<file path="config.mk">
export PLATFORM = sky130hd
export DESIGN_NAME = garch11_volatility_estimator
export DESIGN_NICKNAME = d
export VERILOG_FILES = /design/src/sv/garch_pkg.sv /design/src/sv/garch11_volatility_estimator.sv /design/src/sv/garch_isqrt.sv
export SDC_FILE = /design/constraint.sdc
export NUM_CORES = 2
export LEC_CHECK = 0
export BUFFER_PORTS_ARGS = -buffer_cell sky130_fd_sc_hd__buf_2
export CAP_MARGIN = 20
export CORE_ASPECT_RATIO = 1.5
export CORE_MARGIN = 2
export CORE_UTILIZATION = 40
export DETAILED_ROUTE_END_ITERATION = 6
export HOLD_SLACK_MARGIN = 0.08
export MAX_ROUTING_LAYER = met4
export SYNTH_ARGS = -nofsm -noshare
export SYNTH_HDL_FRONTEND = slang
export SYNTH_SLANG_ARGS = --single-unit
</file>
<file path="constraint.sdc">
create_clock -name clk -period 13.9 [get_ports clk]
set_input_delay 0.695 -clock clk [delete_from_list [all_inputs] [get_ports clk]]
set_output_delay 0.695 -clock clk [all_outputs]
set_load 0.05 [all_outputs]
</file>
<file path="src/sv/garch_pkg.sv">
// shared widths, reset values and register indexes of the garch volatility estimator
// no dependencies; used by every module of the block and by the checker
package garch_pkg;

  localparam int PRICE_W  = 24;
  localparam int CFG_W    = 32;
  localparam int WEIGHT_W = 16;
  localparam int VAR_W    = 64;
  localparam int SIGMA_W  = 32;
  localparam int MARKER_W = 12;

  localparam logic [CFG_W-1:0]    OMEGA_RESET  = 32'd0;
  localparam logic [WEIGHT_W-1:0] ALPHA_RESET  = 16'd3277;
  localparam logic [WEIGHT_W-1:0] BETA_RESET   = 16'd58982;
  localparam logic [MARKER_W-1:0] MARKER_LIMIT = 12'd2560;

  // configuration register indexes
  typedef enum logic [1:0] {
    REG_OMEGA = 2'd0,
    REG_ALPHA = 2'd1,
    REG_BETA  = 2'd2
  } cfg_reg_t;

endpackage

</file>
<file path="src/sv/garch11_volatility_estimator.sv">
// garch(1,1) volatility estimator over bar closing prices
// depends on garch_pkg and garch_isqrt
//
// usage: one closing price per transaction on the input channel (in_valid / in_ready).
// the first close after reset is only stored and gives no result; each later close
// gives one result transaction (sigma, marker_size) on the output channel
// (out_valid / out_ready). omega, alpha and beta are written on the cfg port
// (cfg_en, cfg_index, cfg_data); the user writes them only while the block is idle,
// as the block itself does not enforce it. in_ready is low while an item is in work,
// so a new close is taken only once the last one is handed to the output register.
// the work is done by one shared 32x32 multiplier used five times under the sequencer
// and by the 32-step square root.
// a stalled receiver holds the result in the output register; the next close is
// still accepted and worked on, and it waits only to hand over its own result.
// reset: omega 0, alpha 0.05, beta 0.9 (q0.16), no previous close, variance zero,
// output channel empty.
module garch11_volatility_estimator (
  input  logic                                clk,
  input  logic                                rst,
  input  logic                                cfg_en,
  input  logic [1:0]                          cfg_index,
  input  logic [garch_pkg::CFG_W-1:0]         cfg_data,
  input  logic                                in_valid,
  output logic                                in_ready,
  input  logic [garch_pkg::PRICE_W-1:0]       close_price,
  output logic                                out_valid,
  input  logic                                out_ready,
  output logic [garch_pkg::SIGMA_W-1:0]       sigma,
  output logic [garch_pkg::MARKER_W-1:0]      marker_size
);

  localparam int VW = garch_pkg::VAR_W;
  localparam int SQ_W = 2 * garch_pkg::PRICE_W;
  localparam int MX_W = garch_pkg::SIGMA_W + 4;

  typedef enum logic [3:0] {
    ST_IDLE, ST_SQ, ST_SEED, ST_MUL, ST_ACC, ST_SUM, ST_START, ST_ROOT, ST_OUT
  } state_t;

  state_t state;

  // configuration and state registers
  logic [garch_pkg::CFG_W-1:0]    omega;
  logic [garch_pkg::WEIGHT_W-1:0] alpha;
  logic [garch_pkg::WEIGHT_W-1:0] beta;
  logic [garch_pkg::PRICE_W-1:0]  previous_close;
  logic                           have_previous;
  logic [VW-1:0]                  variance;

  // working registers
  logic [garch_pkg::PRICE_W-1:0]  mag;
  logic [SQ_W-1:0]                sq;
  logic [1:0]                     k;
  logic [VW-1:0]                  prod;
  logic [VW-1:0]                  acc;
  logic [VW-1:0]                  pers;
  logic [garch_pkg::SIGMA_W-1:0]  root_r;

  logic [31:0]                    mul_a;
  logic [31:0]                    mul_b;
  logic [garch_pkg::PRICE_W-1:0]  diff;
  logic                           sq_start;
  logic                           sq_done;
  logic [garch_pkg::SIGMA_W-1:0]  sq_root;
  logic [MX_W-1:0]                sigma_x10;
  logic                           out_free;

  function automatic logic [VW-1:0] sat_add(input logic [VW-1:0] a, input logic [VW-1:0] b);
    logic [VW:0] s;
    s = {1'b0, a} + {1'b0, b};
    return s[VW] ? {VW{1'b1}} : s[VW-1:0];
  endfunction

  assign in_ready = (state == ST_IDLE);
  assign sq_start = (state == ST_START);
  assign out_free = !out_valid || out_ready;

  // absolute tick difference to the previous close
  assign diff = (close_price >= previous_close) ? (close_price - previous_close)
                                                : (previous_close - close_price);

  // ten times sigma, 36 bits wide
  assign sigma_x10 = {1'b0, root_r, 3'b000} + {3'b000, root_r, 1'b0};

  // operand select for the shared multiplier
  always_comb begin
    mul_a = {8'd0, mag};
    mul_b = {8'd0, mag};
    if (state == ST_MUL) begin
      case (k)
        2'd0: begin
          mul_a = sq[31:0];
          mul_b = {16'd0, alpha};
        end
        2'd1: begin
          mul_a = {16'd0, sq[SQ_W-1:32]};
          mul_b = {16'd0, alpha};
        end
        2'd2: begin
          mul_a = variance[VW-1:32];
          mul_b = {16'd0, beta};
        end
        default: begin
          mul_a = variance[31:0];
          mul_b = {16'd0, beta};
        end
      endcase
    end
  end

  garch_isqrt u_isqrt (
    .clk      (clk),
    .rst      (rst),
    .start    (sq_start),
    .radicand (variance),
    .done     (sq_done),
    .root     (sq_root)
  );

  // registered multiplier output
  always_ff @(posedge clk) begin
    prod <= mul_a * mul_b;
  end

  // sequencer, configuration and output register
  always_ff @(posedge clk) begin
    if (rst) begin
      state          <= ST_IDLE;
      omega          <= garch_pkg::OMEGA_RESET;
      alpha          <= garch_pkg::ALPHA_RESET;
      beta           <= garch_pkg::BETA_RESET;
      previous_close <= '0;
      have_previous  <= 1'b0;
      variance       <= '0;
      out_valid      <= 1'b0;
      k              <= '0;
    end else begin
      // register writes
      if (cfg_en) begin
        case (cfg_index)
          garch_pkg::REG_OMEGA: omega <= cfg_data;
          garch_pkg::REG_ALPHA: alpha <= cfg_data[garch_pkg::WEIGHT_W-1:0];
          garch_pkg::REG_BETA:  beta  <= cfg_data[garch_pkg::WEIGHT_W-1:0];
          default: ;
        endcase
      end

      // output register empties on acceptance unless a new result loads
      if (out_valid && out_ready && (state != ST_OUT)) begin
        out_valid <= 1'b0;
      end

      case (state)
        ST_IDLE: begin
          if (in_valid) begin
            previous_close <= close_price;
            have_previous  <= 1'b1;
            mag            <= diff;
            if (have_previous) begin
              state <= ST_SQ;
            end
          end
        end
        // prod takes the squared difference
        ST_SQ: begin
          state <= ST_SEED;
        end
        // seed a zero variance with the squared shock
        ST_SEED: begin
          sq <= prod[SQ_W-1:0];
          if (variance == '0) begin
            variance <= {prod[SQ_W-1:0], 16'd0};
          end
          k     <= '0;
          state <= ST_MUL;
        end
        ST_MUL: begin
          state <= ST_ACC;
        end
        // fold each partial product into shock or persistence
        ST_ACC: begin
          case (k)
            2'd0: acc <= prod;
            2'd1: acc <= acc + {prod[31:0], 32'd0};
            2'd2: begin
              pers <= {prod[SQ_W-1:0], 16'd0};
              acc  <= sat_add(acc, {32'd0, omega});
            end
            default: pers <= pers + {16'd0, prod[VW-1:16]};
          endcase
          if (k == 2'd3) begin
            state <= ST_SUM;
          end else begin
            k     <= k + 1'b1;
            state <= ST_MUL;
          end
        end
        ST_SUM: begin
          variance <= sat_add(acc, pers);
          state    <= ST_START;
        end
        ST_START: begin
          state <= ST_ROOT;
        end
        ST_ROOT: begin
          if (sq_done) begin
            root_r <= sq_root;
            state  <= ST_OUT;
          end
        end
        // hand the result to the output register once it is free
        ST_OUT: begin
          if (out_free) begin
            sigma     <= root_r;
            marker_size <= (sigma_x10 > MX_W'(garch_pkg::MARKER_LIMIT))
                           ? garch_pkg::MARKER_LIMIT : sigma_x10[garch_pkg::MARKER_W-1:0];
            out_valid <= 1'b1;
            state     <= ST_IDLE;
          end
        end
        default: state <= ST_IDLE;
      endcase
    end
  end

endmodule

</file>
<file path="src/sv/garch_isqrt.sv">
// iterative integer square root, two radicand bits per cycle
// depends on garch_pkg for the radicand and root widths
module garch_isqrt (
  input  logic                             clk,
  input  logic                             rst,
  input  logic                             start,
  input  logic [garch_pkg::VAR_W-1:0]      radicand,
  output logic                             done,
  output logic [garch_pkg::SIGMA_W-1:0]    root
);

  localparam int REM_W = garch_pkg::SIGMA_W + 2;
  localparam int TRY_W = garch_pkg::SIGMA_W + 4;
  localparam int CNT_W = $clog2(garch_pkg::SIGMA_W);

  logic [garch_pkg::VAR_W-1:0] val;
  logic [REM_W-1:0]            rem;
  logic [CNT_W-1:0]            cnt;
  logic                        run;

  logic [TRY_W-1:0] rem_sh;
  logic [TRY_W-1:0] trial;
  logic             ge;
  logic [TRY_W-1:0] rem_diff;

  // one restoring step: bring down two bits, try root*4+1
  always_comb begin
    rem_sh   = {rem, val[garch_pkg::VAR_W-1 -: 2]};
    trial    = {2'b00, root, 2'b01};
    ge       = (rem_sh >= trial);
    rem_diff = ge ? (rem_sh - trial) : rem_sh;
  end

  always_ff @(posedge clk) begin
    done <= 1'b0;
    if (rst) begin
      run <= 1'b0;
      cnt <= '0;
    end else if (start) begin
      val  <= radicand;
      rem  <= '0;
      root <= '0;
      cnt  <= '0;
      run  <= 1'b1;
    end else if (run) begin
      val  <= {val[garch_pkg::VAR_W-3:0], 2'b00};
      rem  <= rem_diff[REM_W-1:0];
      root <= {root[garch_pkg::SIGMA_W-2:0], ge};
      cnt  <= cnt + 1'b1;
      if (cnt == CNT_W'(garch_pkg::SIGMA_W - 1)) begin
        run  <= 1'b0;
        done <= 1'b1;
      end
    end
  end

endmodule

</file>
; Word-level counts from Yosys, hierarchy flattened
; Index checks and enable logic that the tools add are counted.
[op_classes]
addsub = 10
multipliers = 1
order_cmp = 3
n_eq_ne = 21
muxes = 31
bitwise_logic = 3
reduce_logical = 29
[ops]
columns = op, count
row1 = 64-bit two-way mux, 5
row2 = 64-bit one-hot mux with 2 select lines, 2
row3 = 64-bit one-hot mux with 3 select lines, 1
row4 = 32-bit one-hot mux with 3 select lines, 1
row5 = 34-bit two-way mux, 2
row6 = 64-bit by 32-bit adder with 65-bit output, 1
row7 = 64-bit by 64-bit adder with 65-bit output, 1
row8 = 64-bit by 48-bit adder with 64-bit output, 1
row9 = 64-bit adder, 1
row10 = 64-bit logical NOT, 1
row11 = 32-bit by 32-bit multiplier with 64-bit output, 1
row12 = 32-bit two-way mux, 2
row13 = 24-bit two-way mux, 2
row14 = 24-bit subtractor, 2
row15 = 35-bit by 33-bit adder with 36-bit output, 1
row16 = 36-bit by 34-bit greater-or-equal comparator with 1-bit output, 1
row17 = 36-bit by 12-bit > comparator with 1-bit output (second input constant), 1
row18 = 4-bit one-hot mux with 9 select lines, 1
row19 = 34-bit subtractor, 1
row20 = 24-bit greater-or-equal comparator, 1
row21 = 4-bit by 3-bit equality test with 1-bit output (second input constant), 4
row22 = 16-bit two-way mux, 1
row23 = 4-bit two-way mux, 4
row24 = 2-bit AND reduction, 8
row25 = other kinds (27), 52
[word_totals]
ff_bits = 637
inputBits = 63
elab_cells = 121

; Longest topological paths before layout
[logic_depth]
depth_word = 5
ltp_mapped = 36
ltp_nobuf = 32

; Cells and area by module
; A second synthesis with hierarchy kept.
[unflattened]
cells_unflattened = 7151
hier_area_um2 = 64619.5
[modules_own_cells]
columns = module, instances, cells_each, area_per_inst_um2
row1 = garch11_volatility_estimator, 1, 6518, 57084.7
row2 = garch_isqrt, 1, 633, 7534.7

; Least setup slack after synthesis
; Ideal clock, no wire load.
[synth_path]
path_kind = register -> register
startpoint = reg k[1]
endpoint = reg prod[50]
setup_ns = 0.120
t_arrival_ns = 8.643
t_required_ns = 13.780
slack_ns = 5.137
path_stages_with_launch = 33
n_path_buf = 3
period_less_slack_ns = 8.763
path_cell_list = dfxtp_1 > inv_1 > ha_1 > clkbuf_1 > nor2_1 > clkbuf_1 > mux2i_1 > a21oi_1 > clkbuf_1 > nand2_1 > fa_1 > inv_1 > fa_1 > inv_1 > fa_1 > fa_1 > inv_1 > fa_1 > fa_1 > inv_1 > fa_1 > inv_1 > ha_1 > a21oi_1 > o211ai_1 > a21o_1 > and3_1 > o32ai_1 > o31ai_1 > a221o_1 > a21oi_1 > o21ai_0 > xnor2_1
[synth_via]
elab_chain_len = 5
[synth_rtl]
columns = item, line_no
row1 = "start, declared", garch11_volatility_estimator.sv:53  ; logic [1:0] k;
row2 = "start signal, assigned", garch11_volatility_estimator.sv:194  ; k <= k + 1'b1;
row3 = 2-bit by 1-bit equality test with 1-bit output or 2-bit logical NOT (tied branches), garch11_volatility_estimator.sv:90  ; case (k)
row4 = 2-bit OR reduction (no line), n/a
row5 = 16-bit two-way mux, garch11_volatility_estimator.sv:90
row6 = 24-bit two-way mux, garch11_volatility_estimator.sv:89  ; if (state == ST_MUL) begin
row7 = 32-bit by 32-bit multiplier with 64-bit output *, garch11_volatility_estimator.sv:122  ; prod <= mul_a * mul_b;
row8 = "end signal, assigned", garch11_volatility_estimator.sv:122
row9 = "end, declared", garch11_volatility_estimator.sv:54  ; logic [VW-1:0] prod;
; Mark *: on every way between the ends. The rest lies on a longest branch, timed or not.
; A chain may end at the register's enable or synchronous reset.

; Worst setup path after layout
[layout_path]
startpoint = reg state[3]
endpoint = reg prod[50]
[layout_via]
elab_chain_len = 3
[layout_rtl]
columns = item, line_no
row1 = "start, declared", garch11_volatility_estimator.sv:40  ; state_t state;
row2 = "start signal, assigned", garch11_volatility_estimator.sv:128  ; state <= ST_IDLE;
row3 = "start signal, assigned", garch11_volatility_estimator.sv:160  ; state <= ST_SQ;
row4 = "start signal, assigned", garch11_volatility_estimator.sv:166  ; state <= ST_SEED;
row5 = 4-bit by 2-bit equality test with 1-bit output *, garch11_volatility_estimator.sv:89
row6 = 32-bit two-way mux or 24-bit two-way mux (tied branches), garch11_volatility_estimator.sv:89
row7 = 32-bit by 32-bit multiplier with 64-bit output *, garch11_volatility_estimator.sv:122
; Marked as above.

==> out/qor.json <==
{
  "hold_path": {
    "min_path_type": "input port to register",
    "hold_path_depth": 3,
    "min_from": "cfg_data[17]",
    "whs_endpoint": "omega[17]"
  },
  "synth": {
    "asyncSetResetFlopFracSynth_pct": 0,
    "synth_top_area_share_pct": 20.9,
    "average_instance_area_after_synthesis_um2": 8.86,
    "postSynthRegisterBits": 631,
    "synth_warnings": 0,
    "synth.cell_area_um2": 63900,
    "synthFlopType": "edfxtp_1",
    "synth_cells": 7220,
    "post-synth-top-area-cell": "fa_1",
    "proportion_of_synthesized_chip_area_in_sequential_cells_pct": 26.1,
    "synth_area_leaders": "fa_1, edfxtp_1, ha_1",
    "synth_enable_flop_cells": 405,
    "synth.distinct_cells": 90
  },
  "critical_path": {
    "ff2ff_setup_slack_ns": 3.39,
    "reg2reg_from": "state[3]",
    "worstRegToRegCells": 27,
    "cp-end-kind": "register",
    "cp_data_arrival_time_ns": 11.07,
    "setup.worst_path.start_class": "register",
    "critPathRequiredTime_ns": 14.46,
    "r2r_end": "prod[50]",
    "crit_fanout": 138,
    "worstSetupPathType": "register to register"
  },
  "cells_and_area": {
    "sequential_cell_area_um2": 16700,
    "final_layout_size_suffix_gt1_share_pct": 5.96,
    "flow.area_growth_from_synthesis_pct": 8.93,
    "multi_input_area_um2": 43100,
    "fin_nets": 8470,
    "design_area_um2": 69600,
    "nFillCells": 15610,
    "most_frequent_cells_in_the_layout": "nand2_1, inv_1, fa_1",
    "layout.cells.most_common": "nand2_1"
  },
  "sta": {
    "final-hold-violation-count": 0,
    "setup_repair_after_global_routing_missed_its_margin": "false",
    "period_minus_slack_ns": 10.51,
    "max_clock_freq_mhz": 95.2,
    "finalSetupViolations": 0,
    "finalCritPeriodShare_pct": 75.6,
    "timing.clock.skew_ns": 0.0712,
    "worst_pin_slew_ns": 1.17,
    "slew_limit_headroom_pct": 22.0,
    "final-max-slew-violation-count": 0,
    "fin_tns_setup_ns": 0
  },
  "cts": {
    "clockRootBuffer": "clkbuf_16",
    "tritoncts.num_buffers": 70,
    "cts_max_path_buffers": 3,
    "cts_tree": "done",
    "cts_max_level": 3,
    "cts_post_setup_buffers_inserted": 0,
    "cts_num_sinks": 631,
    "worst_skew_pair.late_latency_ns": 0.70,
    "cts-resized-gates": 0,
    "number_of_buffers_inserted_by_hold_repair_at_cts": 0,
    "clock_pin_slew_of_the_registers_on_the_worst_case_setup_and_hold_paths_ns": 0.07
  },
  "placed_design": {
    "buffer_ports.inserted": 107,
    "detailedPlacementHpwl_mm": 177,
    "placement.cell_area_um2": 67200,
    "globalplace.congestion": 0.988
  },
  "floorplanning": {
    "core_area_um2": 159000,
    "initial_standard_cell_utilization_of_the_core_pct": 40.3,
    "dieArea_um2": 163000,
    "floorplan.die.width_um": 330,
    "die-height_um": 494,
    "num_io_pins": 109,
    "placementRows": 179
  },
  "outcome": {
    "status": "completed"
  },
  "detailed_routing": {
    "drt_pass1_iterations": 6,
    "wl_per_cell_um": 23.4,
    "drt_iter0_markers": 3795,
    "num_vias": 52708,
    "detail_route.wirelength_mm": 220,
    "number_of_nets_with_antenna_violations_after_routing": 0,
    "route.detailed.vias_per_inst": 5.61,
    "remaining_drc_errors": 0
  },
  "grt": {
    "number_of_antenna_violations_at_the_first_check_in_global_routing": 3,
    "first_global_vias": 54479,
    "remaining_overflow_grt": 0,
    "grt_util_all_layers_pct": 27.9,
    "maximum_number_of_pins_on_one_net_before_global_route_repair": 139,
    "first_pass_grt_wire_length_mm": 333
  },
  "flow_run": {
    "max_cap_violations": 0
  }
}
==> worst max-delay path, stage by stage (launching register included) <==
cell,delay (ns)
dfxtp_1,0.49
nor2b_1,0.16
nand3b_1,0.16
buf_12,0.35
nand2_1,0.68
inv_1,0.94
nand2_1,0.37
fa_1,0.62
inv_1,0.05
fa_1,0.56
fa_1,0.46
fa_1,0.58
fa_1,0.48
fa_1,0.49
inv_1,0.05
fa_1,0.50
inv_1,0.05
ha_1,0.35
a21o_1,0.19
a21o_1,0.17
a21oi_1,0.35
nand4b_1,0.14
o32ai_1,0.61
o31ai_1,0.23
a221o_1,0.40
a21oi_1,0.33
o21ai_0,0.15
xnor2_1,0.14
==> routing by layer <==
| layer | global-route usage [%] | share of wire (%) | up-vias | routed length, um |
|---|---|---|---|---|
| met1 | 29.8 | 36 | 25912 | 79200 |
| li1 | - | - | 24418 | - |
| met4 | 19.5 | 8.6 | 0 | 18800 |
| met3 | 3.35 | 5.1 | 627 | 11200 |
| met2 | 47.9 | 50 | 1751 | 111000 |
| met5 | - | 0 | - | 0 |
==> through the flow <==
step	util, %	std cells	setup WS (ns)	hold slack (ns)
6_report	43.9	9402	3.39	0.245
5_1_grt	43.9	9400	3.16	0.246
4_1_cts	43.9	9397	3.52	0.208
3_5_place_dp	42.3	9268	3.63	0.433
3_3_place_gp	42.3	9268	3.56	0.431
2_1_floorplan	-	7284	5.14	0.426
==> cells in the mapped netlist (all sizes together) (179+ instances only) <==
| master | count |
|---|---|
| a21o | 179 |
| a21oi | 523 |
| clkbuf | 299 |
| dfxtp | 226 |
| edfxtp | 405 |
| fa | 667 |
| ha | 480 |
| inv | 890 |
| nand2 | 978 |
| nand3 | 212 |
| nor2 | 636 |
| o21ai | 312 |
| xnor2 | 183 |
==> how the worst max path moves through the flow <==
| stage | start | end | slack, ns | cells past startpoint |
|---|---|---|---|---|
| finish | state[3] | prod[50] | 3.39 | 27 |
| global route | state[3] | prod[50] | 3.16 | 27 |
| CTS | state[3] | prod[50] | 3.52 | 27 |
| detailed placement | state[3] | prod[50] | 3.63 | 27 |
| global placement | state[3] | prod[50] | 3.56 | 27 |
| floorplan | k[1] | prod[50] | 5.14 | 32 |
==> state kept, by name (all words and copies together), names as in the netlist <==
register / flops
alpha: 16
marker_size: 11
variance: 64
mag: 24
u_isqrt.root: 32
u_isqrt.cnt: 5
beta: 16
previous_close: 24
have_previous: 1
u_isqrt.rem: 34
out_valid: 1
state: 4
pers: 64
root_r: 32
sigma: 32
k: 2
u_isqrt.run: 1
u_isqrt.val: 64
sq: 48
omega: 32
u_isqrt.done: 1
acc: 64
prod: 59
==> area by class of cell <==
cell class / count / area share [%]
multi-input cells: 5437 / 61.9
flip-flops and latches: 631 / 24.0
inverters: 890 / 4.80
well taps: 2081 / 3.74
clock buffers: 100 / 2.98
repair buffers: 230 / 2.12
clock inverters: 29 / 0.534
diodes: 4 / 0.0144
==> kinds of logic after synthesis <==
kind of cell | Yosys count | synth area share, %
xor+xnor | 308 | 4.22
flops | 631 | 26.1
compound gates | 1526 | 15.2
buf+inv | 1216 | 7.15
mux | 60 | 0.959
simple gates | 2330 | 16.1
fa+ha+maj | 1147 | 30.3
other cells | 2 | 0.0117
Power is not shown: default switching activity piles up to over one toggle a cycle in this logic, so the estimate is an artifact.
